**src/hw/rtl/dsu_pkg.sv**
```systemverilog
// ----------------------------------------------------------------------------
// dsu_pkg
// Shared constants, codes and controller/datapath bundles of the union-find
// block.
// ----------------------------------------------------------------------------
package dsu_pkg;

  localparam int unsigned Nodes = 1024;
  localparam int unsigned NodeW = 10;
  localparam int unsigned OpW   = 2;
  localparam int unsigned IdxW  = $clog2(Nodes);

  localparam logic [NodeW:0] NodesExt = (NodeW + 1)'(Nodes);
  localparam logic [IdxW-1:0] LastIdx = IdxW'(Nodes - 1);

  typedef enum logic [OpW-1:0] {
    OP_FIND  = 2'd0,
    OP_UNION = 2'd1,
    OP_CLEAR = 2'd2
  } op_e;

  typedef enum logic [3:0] {
    ST_INIT,
    ST_IDLE,
    ST_CLEAR,
    ST_START,
    ST_WALK,
    ST_COMPRESS,
    ST_FIN,
    ST_LINK,
    ST_DONE
  } state_e;

  typedef struct packed {
    logic load;      // capture the input word
    logic start;     // begin a walk at the current target
    logic step;      // follow the parent just read
    logic set_root;  // the current node is the root
    logic root_tgt;  // target has no entry, it is its own root
    logic wr_path;   // point the current node at the root
    logic fin;       // commit the root to root_a or root_b
    logic sel_b;     // next find works on node_b
    logic link;      // point root_a at root_b
    logic clr;       // write one entry of the clearing sweep
    logic push;      // load the output register
  } dsu_cmd_t;

  typedef struct packed {
    logic [OpW-1:0] in_op;
    logic           tgt_in_range;
    logic           parent_is_self;
    logic           tgt_is_cur;
    logic           path_end;
    logic           is_sel_b;
    logic [OpW-1:0] op;
    logic           link_ok;
    logic           clr_last;
    logic           out_free;
  } dsu_status_t;

endpackage

```
**src/hw/rtl/dsu_ctrl.sv**
```systemverilog
// ----------------------------------------------------------------------------
// dsu_ctrl
// Controller of the union-find block: sequences the clearing sweep, the
// passes of each find, the root link of a union and the result hand-off.
// ----------------------------------------------------------------------------
module dsu_ctrl (
  input  logic                 clk_i,
  input  logic                 rst_ni,
  input  logic                 in_valid_i,
  output logic                 in_ready_o,
  input  dsu_pkg::dsu_status_t status_i,
  output dsu_pkg::dsu_cmd_t    cmd_o
);
  import dsu_pkg::*;

  state_e state_q, state_d;

  always_ff @(posedge clk_i or negedge rst_ni) begin
    if (!rst_ni) begin
      state_q <= ST_INIT;
    end else begin
      state_q <= state_d;
    end
  end

  always_comb begin
    state_d = state_q;
    unique case (state_q)
      ST_INIT: begin
        if (status_i.clr_last) state_d = ST_IDLE;
      end
      ST_CLEAR: begin
        if (status_i.clr_last) state_d = ST_DONE;
      end
      ST_IDLE: begin
        if (in_valid_i) begin
          if (status_i.in_op == OP_FIND || status_i.in_op == OP_UNION) begin
            state_d = ST_START;
          end else if (status_i.in_op == OP_CLEAR) begin
            state_d = ST_CLEAR;
          end else begin
            state_d = ST_DONE;
          end
        end
      end
      ST_START: begin
        state_d = status_i.tgt_in_range ? ST_WALK : ST_FIN;
      end
      ST_WALK: begin
        if (status_i.parent_is_self) begin
          state_d = status_i.tgt_is_cur ? ST_FIN : ST_COMPRESS;
        end
      end
      ST_COMPRESS: begin
        if (status_i.path_end) state_d = ST_FIN;
      end
      ST_FIN: begin
        if (!status_i.is_sel_b && status_i.op == OP_UNION) begin
          state_d = ST_START;
        end else if (status_i.is_sel_b) begin
          state_d = ST_LINK;
        end else begin
          state_d = ST_DONE;
        end
      end
      ST_LINK: state_d = ST_DONE;
      ST_DONE: begin
        if (status_i.out_free) state_d = ST_IDLE;
      end
      default: state_d = ST_INIT;
    endcase
  end

  always_comb begin
    cmd_o      = '0;
    in_ready_o = 1'b0;
    unique case (state_q)
      ST_INIT, ST_CLEAR: cmd_o.clr = 1'b1;
      ST_IDLE: begin
        in_ready_o = 1'b1;
        cmd_o.load = in_valid_i;
      end
      ST_START: begin
        if (status_i.tgt_in_range) begin
          cmd_o.start = 1'b1;
        end else begin
          cmd_o.root_tgt = 1'b1;
        end
      end
      ST_WALK: begin
        if (status_i.parent_is_self) begin
          cmd_o.set_root = 1'b1;
          // Second pass restarts at the target unless it is the root itself.
          cmd_o.start    = ~status_i.tgt_is_cur;
        end else begin
          cmd_o.step = 1'b1;
        end
      end
      ST_COMPRESS: begin
        cmd_o.wr_path = 1'b1;
        cmd_o.step    = ~status_i.path_end;
      end
      ST_FIN: begin
        cmd_o.fin   = 1'b1;
        cmd_o.sel_b = ~status_i.is_sel_b && status_i.op == OP_UNION;
      end
      ST_LINK: cmd_o.link = status_i.link_ok;
      ST_DONE: cmd_o.push = status_i.out_free;
      default: cmd_o = '0;
    endcase
  end

endmodule

```
**config.mk**
```make
export PLATFORM = sky130hd
export DESIGN_NAME = dsu_ctrl
export DESIGN_NICKNAME = d
export VERILOG_FILES = /design/src/hw/rtl/dsu_pkg.sv /design/src/hw/rtl/dsu_ctrl.sv
export SDC_FILE = /design/constraint.sdc
export NUM_CORES = 1
export LEC_CHECK = 0
export BUFFER_PORTS_ARGS = -buffer_cell sky130_fd_sc_hd__buf_2
export CAP_MARGIN = 10
export CORE_MARGIN = 2
export CORE_UTILIZATION = 33
export CTS_CLUSTER_DIAMETER = 80
export DETAILED_ROUTE_END_ITERATION = 7
export HOLD_SLACK_MARGIN = 0.05
export PLACE_DENSITY = 0.65
export SLEW_MARGIN = 10
export SYNTH_ARGS = -nofsm -noshare
export SYNTH_HDL_FRONTEND = slang
export SYNTH_SLANG_ARGS = --single-unit
export TNS_END_PERCENT = 30
```
**constraint.sdc**
```tcl
create_clock -name clk_i -period 1.55 [get_ports clk_i]
set_input_delay 0.0775 -clock clk_i [delete_from_list [all_inputs] [get_ports clk_i]]
set_output_delay 0.0775 -clock clk_i [all_outputs]
set_load 0.1 [all_outputs]
```
After elaboration in Yosys (flattened, before gate mapping)
Index checks and enable logic that the tools add are counted.
W data, S select, Z words.
{"block": "totals", "regBits": 4, "elab_cells": 58, "out_inout_bits": 12}
{"block": "classes", "muxes": 29, "n_reduce_logical": 8, "n_eq_ne": 17, "bitwise": 3}
{"op": "$mux W4", "n": 10}
{"op": "$pmux W4 S9", "n": 1}
{"op": "$eq A4 B3 Y1 const B", "n": 4}
{"op": "$mux W1", "n": 13}
{"op": "$ne A2 B2 Y1 const B", "n": 6}
{"op": "$eq A4 B2 Y1 const B", "n": 2}
{"op": "$mux W2", "n": 3}
{"op": "$reduce_and A6 Y1", "n": 1}
{"op": "$eq A2 B1 Y1 const B", "n": 2}
{"op": "$eq A4 B1 Y1 const B", "n": 1}
{"op": "$eq A4 B4 Y1 const B", "n": 1}
{"op": "$logic_not A4 Y1", "n": 1}
{"op": "$pmux W1 S2", "n": 2}
{"op": "$not A1 Y1", "n": 3}
{"op": "$eq A2 B2 Y1 const B", "n": 1}
{"op": "$logic_and A1 B1 Y1", "n": 2}
{"op": "$logic_not A2 Y1", "n": 1}
{"op": "$reduce_or A2 Y1", "n": 1}
{"op": "$logic_not A1 Y1", "n": 1}
{"op": "$logic_or A1 B1 Y1", "n": 1}

Logic depth before layout (Yosys ltp)
Gate-level depths: netlist (run 1).
{"block": "logic_depth", "word_depth": 5, "mapped_depth": 6, "mapped_depth_nobuf": 4}

Least setup slack after synthesis (run 1)
No wires, ideal clock.
{"block": "synth_timing", "path_kind": "register to output", "start": "register state_q[1]", "end": "output cmd_o[10] (netlist bit)", "stages_incl_launch_ff": 4, "arrival_time_ns": 4.870, "path_buffers": 1, "setup_slack_ns": -3.397, "path_cell_list": "dfrtp_1 -> buf_2 -> nor4b_1 -> and2_1"}
{"element": "start: declaration", "line_no": "dsu_ctrl.sv:16", "text": "state_e state_q, state_d;"}
{"element": "start signal: assignment", "line_no": "dsu_ctrl.sv:22", "text": "state_q <= state_d;"}
{"element": "end: declaration", "line_no": "dsu_ctrl.sv:12", "text": "output dsu_pkg::dsu_cmd_t cmd_o"}

==> impl_metrics.xml, run 1 <==
<?xml version="1.0" encoding="UTF-8"?>
<metrics>
  <group name="die">
    <metric name="rows" unit="">13</metric>
    <metric name="core_area" unit="um2">1320</metric>
    <metric name="dieArea" unit="um2">1760</metric>
    <metric name="fp.dieH" unit="um">42.0</metric>
    <metric name="ios" unit="">27</metric>
    <metric name="initial_utilization" unit="%">36.2</metric>
    <metric name="die_width" unit="um">42.0</metric>
  </group>
  <group name="finish">
    <metric name="largestRegisters" unit="">state_q x4</metric>
    <metric name="antenna_cells_inserted" unit="">0</metric>
    <metric name="synthToLayoutAreaGrowth" unit="%">150</metric>
    <metric name="post_route_cell_area" unit="um2">1190</metric>
    <metric name="largest_reg_flops" unit="">4</metric>
    <metric name="layout-drive-gt1-share" unit="%">72.4</metric>
    <metric name="largest_register" unit="">state_q</metric>
    <metric name="final_nets" unit="">133</metric>
  </group>
  <group name="setup_path">
    <metric name="max_stage_delay" unit="ns">0.44</metric>
    <metric name="worstSetupEndpointType" unit="">primary output</metric>
    <metric name="critical-path-top-delay-family" unit="">simple AND/OR/NAND/NOR gates</metric>
    <metric name="path_cells" unit="">buf_6 -&gt; and4bb_2 -&gt; buf_6 -&gt; and3b_2 -&gt; buf_12</metric>
    <metric name="worstReg2RegEnd" unit="">state_q[1]</metric>
    <metric name="critical_path_arrival" unit="ns">1.63</metric>
    <metric name="worst_r2r_path_depth" unit="">4</metric>
    <metric name="slowest_stage" unit="">sky130_fd_sc_hd__dfrtp_2</metric>
    <metric name="startpoint_type" unit="">register</metric>
    <metric name="crit_top_cell" unit="">sky130_fd_sc_hd__buf_6</metric>
    <metric name="crit_path_max_fanout" unit="">4</metric>
    <metric name="path_class" unit="">register to primary output</metric>
    <metric name="worst_ep_required_time" unit="ns">1.47</metric>
    <metric name="setup.reg_to_reg.worst_slack" unit="ns">-0.14</metric>
    <metric name="worstPathBufferInverterCount" unit="">3</metric>
    <metric name="ff_to_ff_start" unit="">state_q[3]</metric>
  </group>
  <group name="sta">
    <metric name="period_minus_slack" unit="ns">1.71</metric>
    <metric name="clock_skew" unit="ns">0.00817</metric>
    <metric name="grt_setup_unrepaired" unit="">true</metric>
    <metric name="report.final.slew_viol_count" unit="">0</metric>
    <metric name="timing.final.crit_share" unit="%">110</metric>
    <metric name="final_hold_viol_count" unit="">0</metric>
    <metric name="setup_slack" unit="ns">-0.157</metric>
    <metric name="timing.fmax" unit="GHz">0.586</metric>
    <metric name="slew_headroom" unit="%">77.5</metric>
    <metric name="timing_worst_slew_pin_value" unit="ns">0.335</metric>
    <metric name="finish_stage_setup_viols" unit="">13</metric>
  </group>
  <group name="hold_path">
    <metric name="hold_start" unit="">status_i[0]</metric>
    <metric name="number_of_stages_on_the_worst_hold_path" unit="">4</metric>
    <metric name="worstHoldEndpoint" unit="">state_q[3]</metric>
    <metric name="holdCritPathClass" unit="">input port to register</metric>
  </group>
  <group name="clocking">
    <metric name="ctsHtreeMaxLevel" unit="">1</metric>
    <metric name="clock_tree_from_tritoncts" unit="">yes</metric>
    <metric name="clk_pin_slew_worst_paths" unit="ns">0.05</metric>
    <metric name="root_buffer" unit="">sky130_fd_sc_hd__clkbuf_4</metric>
    <metric name="source_to_sink_clock_delay_at_the_later_pin_of_the_worst_skew_pair" unit="ns">0.26</metric>
    <metric name="clock_sink_count" unit="">4</metric>
    <metric name="cts-buffers-inserted" unit="">3</metric>
    <metric name="cts-root-to-sink-buffers" unit="">2</metric>
  </group>
  <group name="power_and_ir_drop">
    <metric name="leakage" unit="nW">0.521</metric>
    <metric name="power.ir.vdd_worst" unit="V">0.00152</metric>
    <metric name="power.total" unit="mW">2.59</metric>
    <metric name="power-per-cell-area" unit="nW/um2">2180</metric>
  </group>
  <group name="route">
    <metric name="ant_nets" unit="">0</metric>
    <metric name="vias_per_cell" unit="">5.92</metric>
    <metric name="routed-via-count" unit="">775</metric>
    <metric name="routed_wire_length_per_instance" unit="um">17.7</metric>
    <metric name="drtPass1Iterations" unit="">4</metric>
    <metric name="first_iter_violations" unit="">7</metric>
    <metric name="drc" unit="">0</metric>
    <metric name="postRouteWirelength" unit="um">2320</metric>
  </group>
  <group name="grt">
    <metric name="global_route_usage_over_all_layers" unit="%">28.8</metric>
    <metric name="grt.overflow.total" unit="">0</metric>
    <metric name="grt.met3_usage" unit="%">7.33</metric>
    <metric name="global_route_wire_length_before_repair" unit="um">3770</metric>
    <metric name="grt_pass1_vias" unit="">801</metric>
    <metric name="top_usage_layer" unit="">met2</metric>
    <metric name="use_met2" unit="%">46.6</metric>
    <metric name="grt_max_degree" unit="">10</metric>
    <metric name="grt.met1_usage" unit="%">32.0</metric>
    <metric name="number_of_antenna_violations_at_the_first_check_in_global_routing" unit="">0</metric>
  </group>
  <group name="place">
    <metric name="place.gp.congestion" unit="">0.832</metric>
    <metric name="detailedPlacementHpwl" unit="um">1430</metric>
    <metric name="placed_area" unit="um2">991</metric>
    <metric name="portBuffers" unit="">26</metric>
  </group>
  <group name="yosys">
    <metric name="synth_fp_nets" unit="">78</metric>
    <metric name="synthCells" unit="">63</metric>
    <metric name="synth.cell_area" unit="um2">477</metric>
    <metric name="synth_area_per_cell" unit="um2">7.57</metric>
    <metric name="synth-seq-area-share" unit="%">21.0</metric>
    <metric name="count_of_flip_flops_with_a_built_in_enable_after_synthesis" unit="">0</metric>
    <metric name="postSynth.topFlopCell" unit="">sky130_fd_sc_hd__dfrtp_1</metric>
    <metric name="library_cell_with_the_largest_summed_area_after_synthesis" unit="">sky130_fd_sc_hd__dfrtp_1</metric>
    <metric name="synth-async-reset-ratio" unit="%">100</metric>
    <metric name="yosys-top-cells-area" unit="">sky130_fd_sc_hd__dfrtp_1 (21%), sky130_fd_sc_hd__nand2_1 (6.3%), sky130_fd_sc_hd__a21oi_1 (5.2%)</metric>
    <metric name="synth-warning-count" unit="">0</metric>
    <metric name="yosysMostFrequentCell" unit="">sky130_fd_sc_hd__nand2_1</metric>
    <metric name="netlist.area_leader.share" unit="%">21.0</metric>
    <metric name="number_of_different_library_cells_in_the_post_synthesis_netlist" unit="">33</metric>
    <metric name="ys_seq_elements" unit="">4</metric>
    <metric name="synthTopCellsByCount" unit="">sky130_fd_sc_hd__nand2_1 (8), sky130_fd_sc_hd__a21oi_1 (5), sky130_fd_sc_hd__dfrtp_1 (4), sky130_fd_sc_hd__nor3_1 (4), sky130_fd_sc_hd__o21ai_0 (4)</metric>
  </group>
  <group name="run_status">
    <metric name="status" unit="">complete, but fails checks</metric>
    <metric name="violations" unit="">setup timing</metric>
  </group>
  <group name="run">
    <metric name="max-cap-violations" unit="">0</metric>
  </group>
</metrics>
[logic make-up (layout without fill, tap and decap cells)]
group / Yosys count / after routing / share of synthesized area (%)
and+or+nand+nor: 34 / 34 / 45.1
AOI/OAI and AO/OA: 16 / 16 / 21.5
buffers and inverters: 8 / 61 / 9.19
DFF: 4 / 4 / 21.0
muxes: 1 / 1 / 3.15
[layout make-up]
type                    count  area (um2)
flip-flops and latches      4         105
multi-input cells          51         450
clock buffers               3        22.5
fillers                    50         128
repair buffers             56         583
inverters                   2        10.0
well taps                  15        18.8
[where the power goes]
| group | switching (mW) | total [mW] | internal [mW] |
|---|---|---|---|
| clock network | 0.0688 | 0.157 | 0.0884 |
| logic | 1.20 | 2.21 | 1.01 |
| registers | 0.0715 | 0.230 | 0.158 |
| total | 1.34 | 2.59 | 1.25 |
[stage by stage]
stage               hold WS [ns]  utilization, %  setup WS [ns]  setup TNS, ns  instances
floorplan                 -0.218               -         -0.684          -5.30         63
CTS                        0.115            87.4         -0.126         -0.606        131
global route               0.180            90.3         -0.213          -1.55        131
global placement          -0.110            75.2       -0.00249       -0.00249        116
detailed placement        -0.112            75.2        -0.0490        -0.0727        116
finish                     0.140            90.3         -0.157         -0.878        131
[tightest hold or removal path, stage by stage]
cell and delay, ns:
sky130_fd_sc_hd__buf_2 0.10, sky130_fd_sc_hd__nor4_1 0.05, sky130_fd_sc_hd__nand2_1 0.08, sky130_fd_sc_hd__o31ai_2 0.06
[worst max-delay path by stage]
stage	from	to	slack, ns	cells after the start
floorplan	state_q[3]	cmd_o[10]	-0.68	3
global placement	state_q[2]	state_q[0]	-0.002	5
detailed placement	state_q[2]	state_q[0]	-0.05	5
CTS	state_q[2]	cmd_o[9]	-0.13	4
global route	state_q[0]	state_q[1]	-0.21	6
finish	state_q[0]	cmd_o[3]	-0.16	5
[timing repair]
action	in CTS	in global routing
pin swaps	8	10
endpoints found under the hold margin	4	0
gates resized for setup	15	13
setup buffers	11	0
hold buffers	1	0
cloned	0	0
setup endpoints to repair	10	15
[layout by cell type, fill, tap and decap left out, drive strengths merged, types with 2 or more instances in the layout]
cell and n:
buf 55, nand2 8, a21oi 5, dfrtp 4
nor3 4, o21ai 4, clkbuf 3, nor4 3
nor3b 3, nand2b 2, nand3 2, nor2 2
inv 2
[per-layer routing]
layer	vias up	part of all wire, %
li1	348	-
met1	376	39
met2	38	51
met3	13	5.3
met4	0	4.4
met5	-	0
Power figures use the tool's default switching activity.
==> run 2: changes to the inputs <==
--- a/config.mk
+++ b/config.mk
@@ -7,7 +7,7 @@
 export LEC_CHECK = 0
 export BUFFER_PORTS_ARGS = -buffer_cell sky130_fd_sc_hd__buf_2
 export CAP_MARGIN = 10
-export CORE_MARGIN = 2
+export CORE_MARGIN = 8
 export CORE_UTILIZATION = 33
 export CTS_CLUSTER_DIAMETER = 80
 export DETAILED_ROUTE_END_ITERATION = 7
==> constraint.sdc (replaced) <==
create_clock -name clk_i -period 1.55 [get_ports clk_i]
set_input_delay 0.0775 -clock clk_i [delete_from_list [all_inputs] [get_ports clk_i]]
set_output_delay 0.0775 -clock clk_i [all_outputs]
set_load 0.01 [all_outputs]
==> run 2 against run 1 <==
  * The run still ends with setup timing left
  * Sequential share of layout area increased by 3.1 points
  * Critical path depth decreased by 1
  * Core utilization decreased by 27 points
  * First-iteration DRC count increased by 57%
  * Routed wire length decreased by 25%
  * Combinational power decreased by 48%
  * Sequential power decreased by 15%
  * Fmax increased by 6.4%
  * Die area increased by 65%
  * Global-route usage decreased by 16 points
  * Via count decreased by 19%
  * Cell count decreased by 8.4%
==> impl_metrics.xml, run 2 (synthesis results as in run 1) <==
<?xml version="1.0" encoding="UTF-8"?>
<metrics>
  <group name="run_status">
    <metric name="status" unit="">complete, but fails checks</metric>
    <metric name="violations" unit="">setup timing</metric>
  </group>
  <group name="finish">
    <metric name="synthToLayoutAreaGrowth" unit="%">76.6</metric>
    <metric name="post_route_cell_area" unit="um2">842</metric>
    <metric name="antenna_cells_inserted" unit="">0</metric>
    <metric name="final_nets" unit="">122</metric>
    <metric name="largest_reg_flops" unit="">4</metric>
    <metric name="largestRegisters" unit="">state_q x4</metric>
    <metric name="mostFrequentLayoutCell" unit="">sky130_fd_sc_hd__buf_2</metric>
    <metric name="final_cell_count_no_fill" unit="">120</metric>
    <metric name="largest_register" unit="">state_q</metric>
    <metric name="final_cell_mix" unit="">sky130_fd_sc_hd__buf_2 (26), sky130_fd_sc_hd__buf_4 (12), sky130_fd_sc_hd__nand2_1 (7), sky130_fd_sc_hd__buf_6 (6)</metric>
    <metric name="layout-drive-gt1-share" unit="%">59.0</metric>
    <metric name="nFillCells" unit="">125</metric>
  </group>
  <group name="route">
    <metric name="postRouteWirelength" unit="um">1740</metric>
    <metric name="routed_wire_length_per_instance" unit="um">14.5</metric>
    <metric name="drtPass1Iterations" unit="">3</metric>
    <metric name="ant_nets" unit="">0</metric>
    <metric name="first_iter_violations" unit="">11</metric>
    <metric name="vias_per_cell" unit="">5.26</metric>
    <metric name="drc" unit="">0</metric>
    <metric name="routed-via-count" unit="">631</metric>
  </group>
  <group name="sta">
    <metric name="timing.final.crit_share" unit="%">104</metric>
    <metric name="timing.fmax" unit="GHz">0.623</metric>
    <metric name="period_minus_slack" unit="ns">1.60</metric>
    <metric name="setup_slack" unit="ns">-0.0546</metric>
    <metric name="grt_setup_unrepaired" unit="">true</metric>
    <metric name="timing_worst_slew_pin_value" unit="ns">0.356</metric>
    <metric name="report.final.slew_viol_count" unit="">0</metric>
    <metric name="clock_skew" unit="ns">0.00306</metric>
    <metric name="finish_stage_setup_viols" unit="">5</metric>
    <metric name="final_hold_viol_count" unit="">0</metric>
    <metric name="slew_headroom" unit="%">76.0</metric>
    <metric name="hold_ws" unit="ns">0.171</metric>
  </group>
  <group name="die">
    <metric name="die_width" unit="um">54.0</metric>
    <metric name="rows" unit="">13</metric>
    <metric name="fp.dieH" unit="um">54.0</metric>
    <metric name="core_area" unit="um2">1330</metric>
    <metric name="initial_utilization" unit="%">35.7</metric>
    <metric name="dieArea" unit="um2">2920</metric>
    <metric name="ios" unit="">27</metric>
  </group>
  <group name="power_and_ir_drop">
    <metric name="power-per-cell-area" unit="nW/um2">1760</metric>
    <metric name="internal_power" unit="mW">0.860</metric>
    <metric name="power.total" unit="mW">1.48</metric>
    <metric name="comb_power_share" unit="%">77.9</metric>
    <metric name="power_frac_clock" unit="%">8.8</metric>
    <metric name="power_switching_share" unit="%">41.9</metric>
    <metric name="power.ir.vdd_worst" unit="V">0.000758</metric>
    <metric name="power.share.sequential" unit="%">13.2</metric>
    <metric name="leakage" unit="nW">0.423</metric>
    <metric name="p_switching" unit="mW">0.621</metric>
  </group>
  <group name="grt">
    <metric name="global_route_usage_over_all_layers" unit="%">13.3</metric>
    <metric name="global_route_wire_length_before_repair" unit="um">3000</metric>
    <metric name="number_of_antenna_violations_at_the_first_check_in_global_routing" unit="">0</metric>
    <metric name="grt_max_degree" unit="">13</metric>
    <metric name="grt.overflow.total" unit="">0</metric>
    <metric name="grt_pass1_vias" unit="">668</metric>
  </group>
  <group name="clocking">
    <metric name="source_to_sink_clock_delay_at_the_later_pin_of_the_worst_skew_pair" unit="ns">0.24</metric>
    <metric name="root_buffer" unit="">sky130_fd_sc_hd__clkbuf_4</metric>
    <metric name="clock_tree_from_tritoncts" unit="">yes</metric>
    <metric name="ctsHtreeMaxLevel" unit="">1</metric>
    <metric name="cts-buffers-inserted" unit="">3</metric>
    <metric name="cts-root-to-sink-buffers" unit="">2</metric>
    <metric name="clock_sink_count" unit="">4</metric>
    <metric name="clk_pin_slew_worst_paths" unit="ns">0.04</metric>
  </group>
  <group name="setup_path">
    <metric name="worst_r2r_path_depth" unit="">4</metric>
    <metric name="cp-startpoint" unit="">state_q[2]</metric>
    <metric name="path_class" unit="">register to primary output</metric>
    <metric name="crit_path_max_fanout" unit="">4</metric>
    <metric name="setup.reg_to_reg.worst_slack" unit="ns">-0.05</metric>
    <metric name="ff_to_ff_start" unit="">state_q[2]</metric>
    <metric name="worstReg2RegEnd" unit="">state_q[1]</metric>
    <metric name="worstSetupEndpointType" unit="">primary output</metric>
    <metric name="crit_path_end" unit="">cmd_o[9]</metric>
    <metric name="worst_ep_required_time" unit="ns">1.47</metric>
    <metric name="startpoint_type" unit="">register</metric>
    <metric name="critical_path_arrival" unit="ns">1.53</metric>
  </group>
  <group name="hold_path">
    <metric name="holdCritPathClass" unit="">input port to register</metric>
  </group>
  <group name="place">
    <metric name="place.gp.congestion" unit="">0.766</metric>
    <metric name="detailedPlace.worstSlack" unit="ns">-0.0206</metric>
    <metric name="placed_area" unit="um2">686</metric>
    <metric name="portBuffers" unit="">26</metric>
    <metric name="detailedPlacementHpwl" unit="um">1280</metric>
    <metric name="placedCellCount" unit="">110</metric>
  </group>
  <group name="run">
    <metric name="max-cap-violations" unit="">0</metric>
  </group>
</metrics>
run 2: changes by cell type in the layout (fill, tap and decap cells not counted), sizes merged:
cell | before | now
buf | 55 | 44
run 2: how the worst min path moves through the flow:
stage / from / endpoint / slack [ns] / cells after the start
floorplan: rst_ni / state_q[0] / -0.22 / 0
global placement: rst_ni / state_q[2] / -0.11 / 1
detailed placement: rst_ni / state_q[1] / -0.11 / 1
CTS: status_i[0] / state_q[3] / 0.15 / 4
global route: status_i[0] / state_q[3] / 0.18 / 4
finish: status_i[0] / state_q[3] / 0.17 / 4
run 2: stage by stage:
stage / util [%] / TNS (ns)
6_report: 63.1 / -0.188
5_1_grt: 63.1 / -0.523
4_1_cts: 60.3 / -0.147
3_5_place_dp: 51.4 / -0.0206
3_3_place_gp: 51.4 / 0
2_1_floorplan: - / 0
run 2: worst max-delay path, stage by stage, from the launching register on:
cell and delay, ns:
sky130_fd_sc_hd__dfrtp_1 0.41, sky130_fd_sc_hd__buf_6 0.15, sky130_fd_sc_hd__or4b_4 0.51, sky130_fd_sc_hd__o41ai_2 0.06, sky130_fd_sc_hd__buf_2 0.17
run 2: cell type report:
class / instances / area, um2 / share of cell area (%)
multi-input combinational: 51 / 395 / 47.0
timing repair buffer: 45 / 298 / 35.4
sequential: 4 / 100 / 11.9
clock buffer: 3 / 22.5 / 2.67
tap: 15 / 18.8 / 2.23
inverter: 2 / 7.51 / 0.892
run 2: layer usage:
metal | vias up | wire length [um] | part of all wire (%) | track usage (%)
li1 | 323 | - | - | -
met1 | 296 | 784 | 45 | 15.3
met2 | 12 | 889 | 51 | 23.7
met3 | 0 | 67 | 3.8 | 4.13
met4 | 0 | 0 | 0 | 2.46
met5 | - | 0 | 0 | 0
run 2: repair_timing:
action	4_1_cts	5_1_grt
gates cloned	0	0
gates resized for setup	12	6
setup endpoints to repair	4	8
hold buffers	1	0
pin swaps	6	4
endpoints found under the hold margin	4	0
buffers inserted	4	2
run 2: power by group through the flow:
stage / clock [mW] / combinational, mW / sequential (mW)
after floorplan: 0 / 0.590 / 0.177
after global placement: 0 / 0.871 / 0.202
after detailed placement: 0 / 0.870 / 0.205
after CTS: 0.135 / 1.08 / 0.189
after global routing: 0.144 / 1.25 / 0.199
final: 0.131 / 1.15 / 0.196
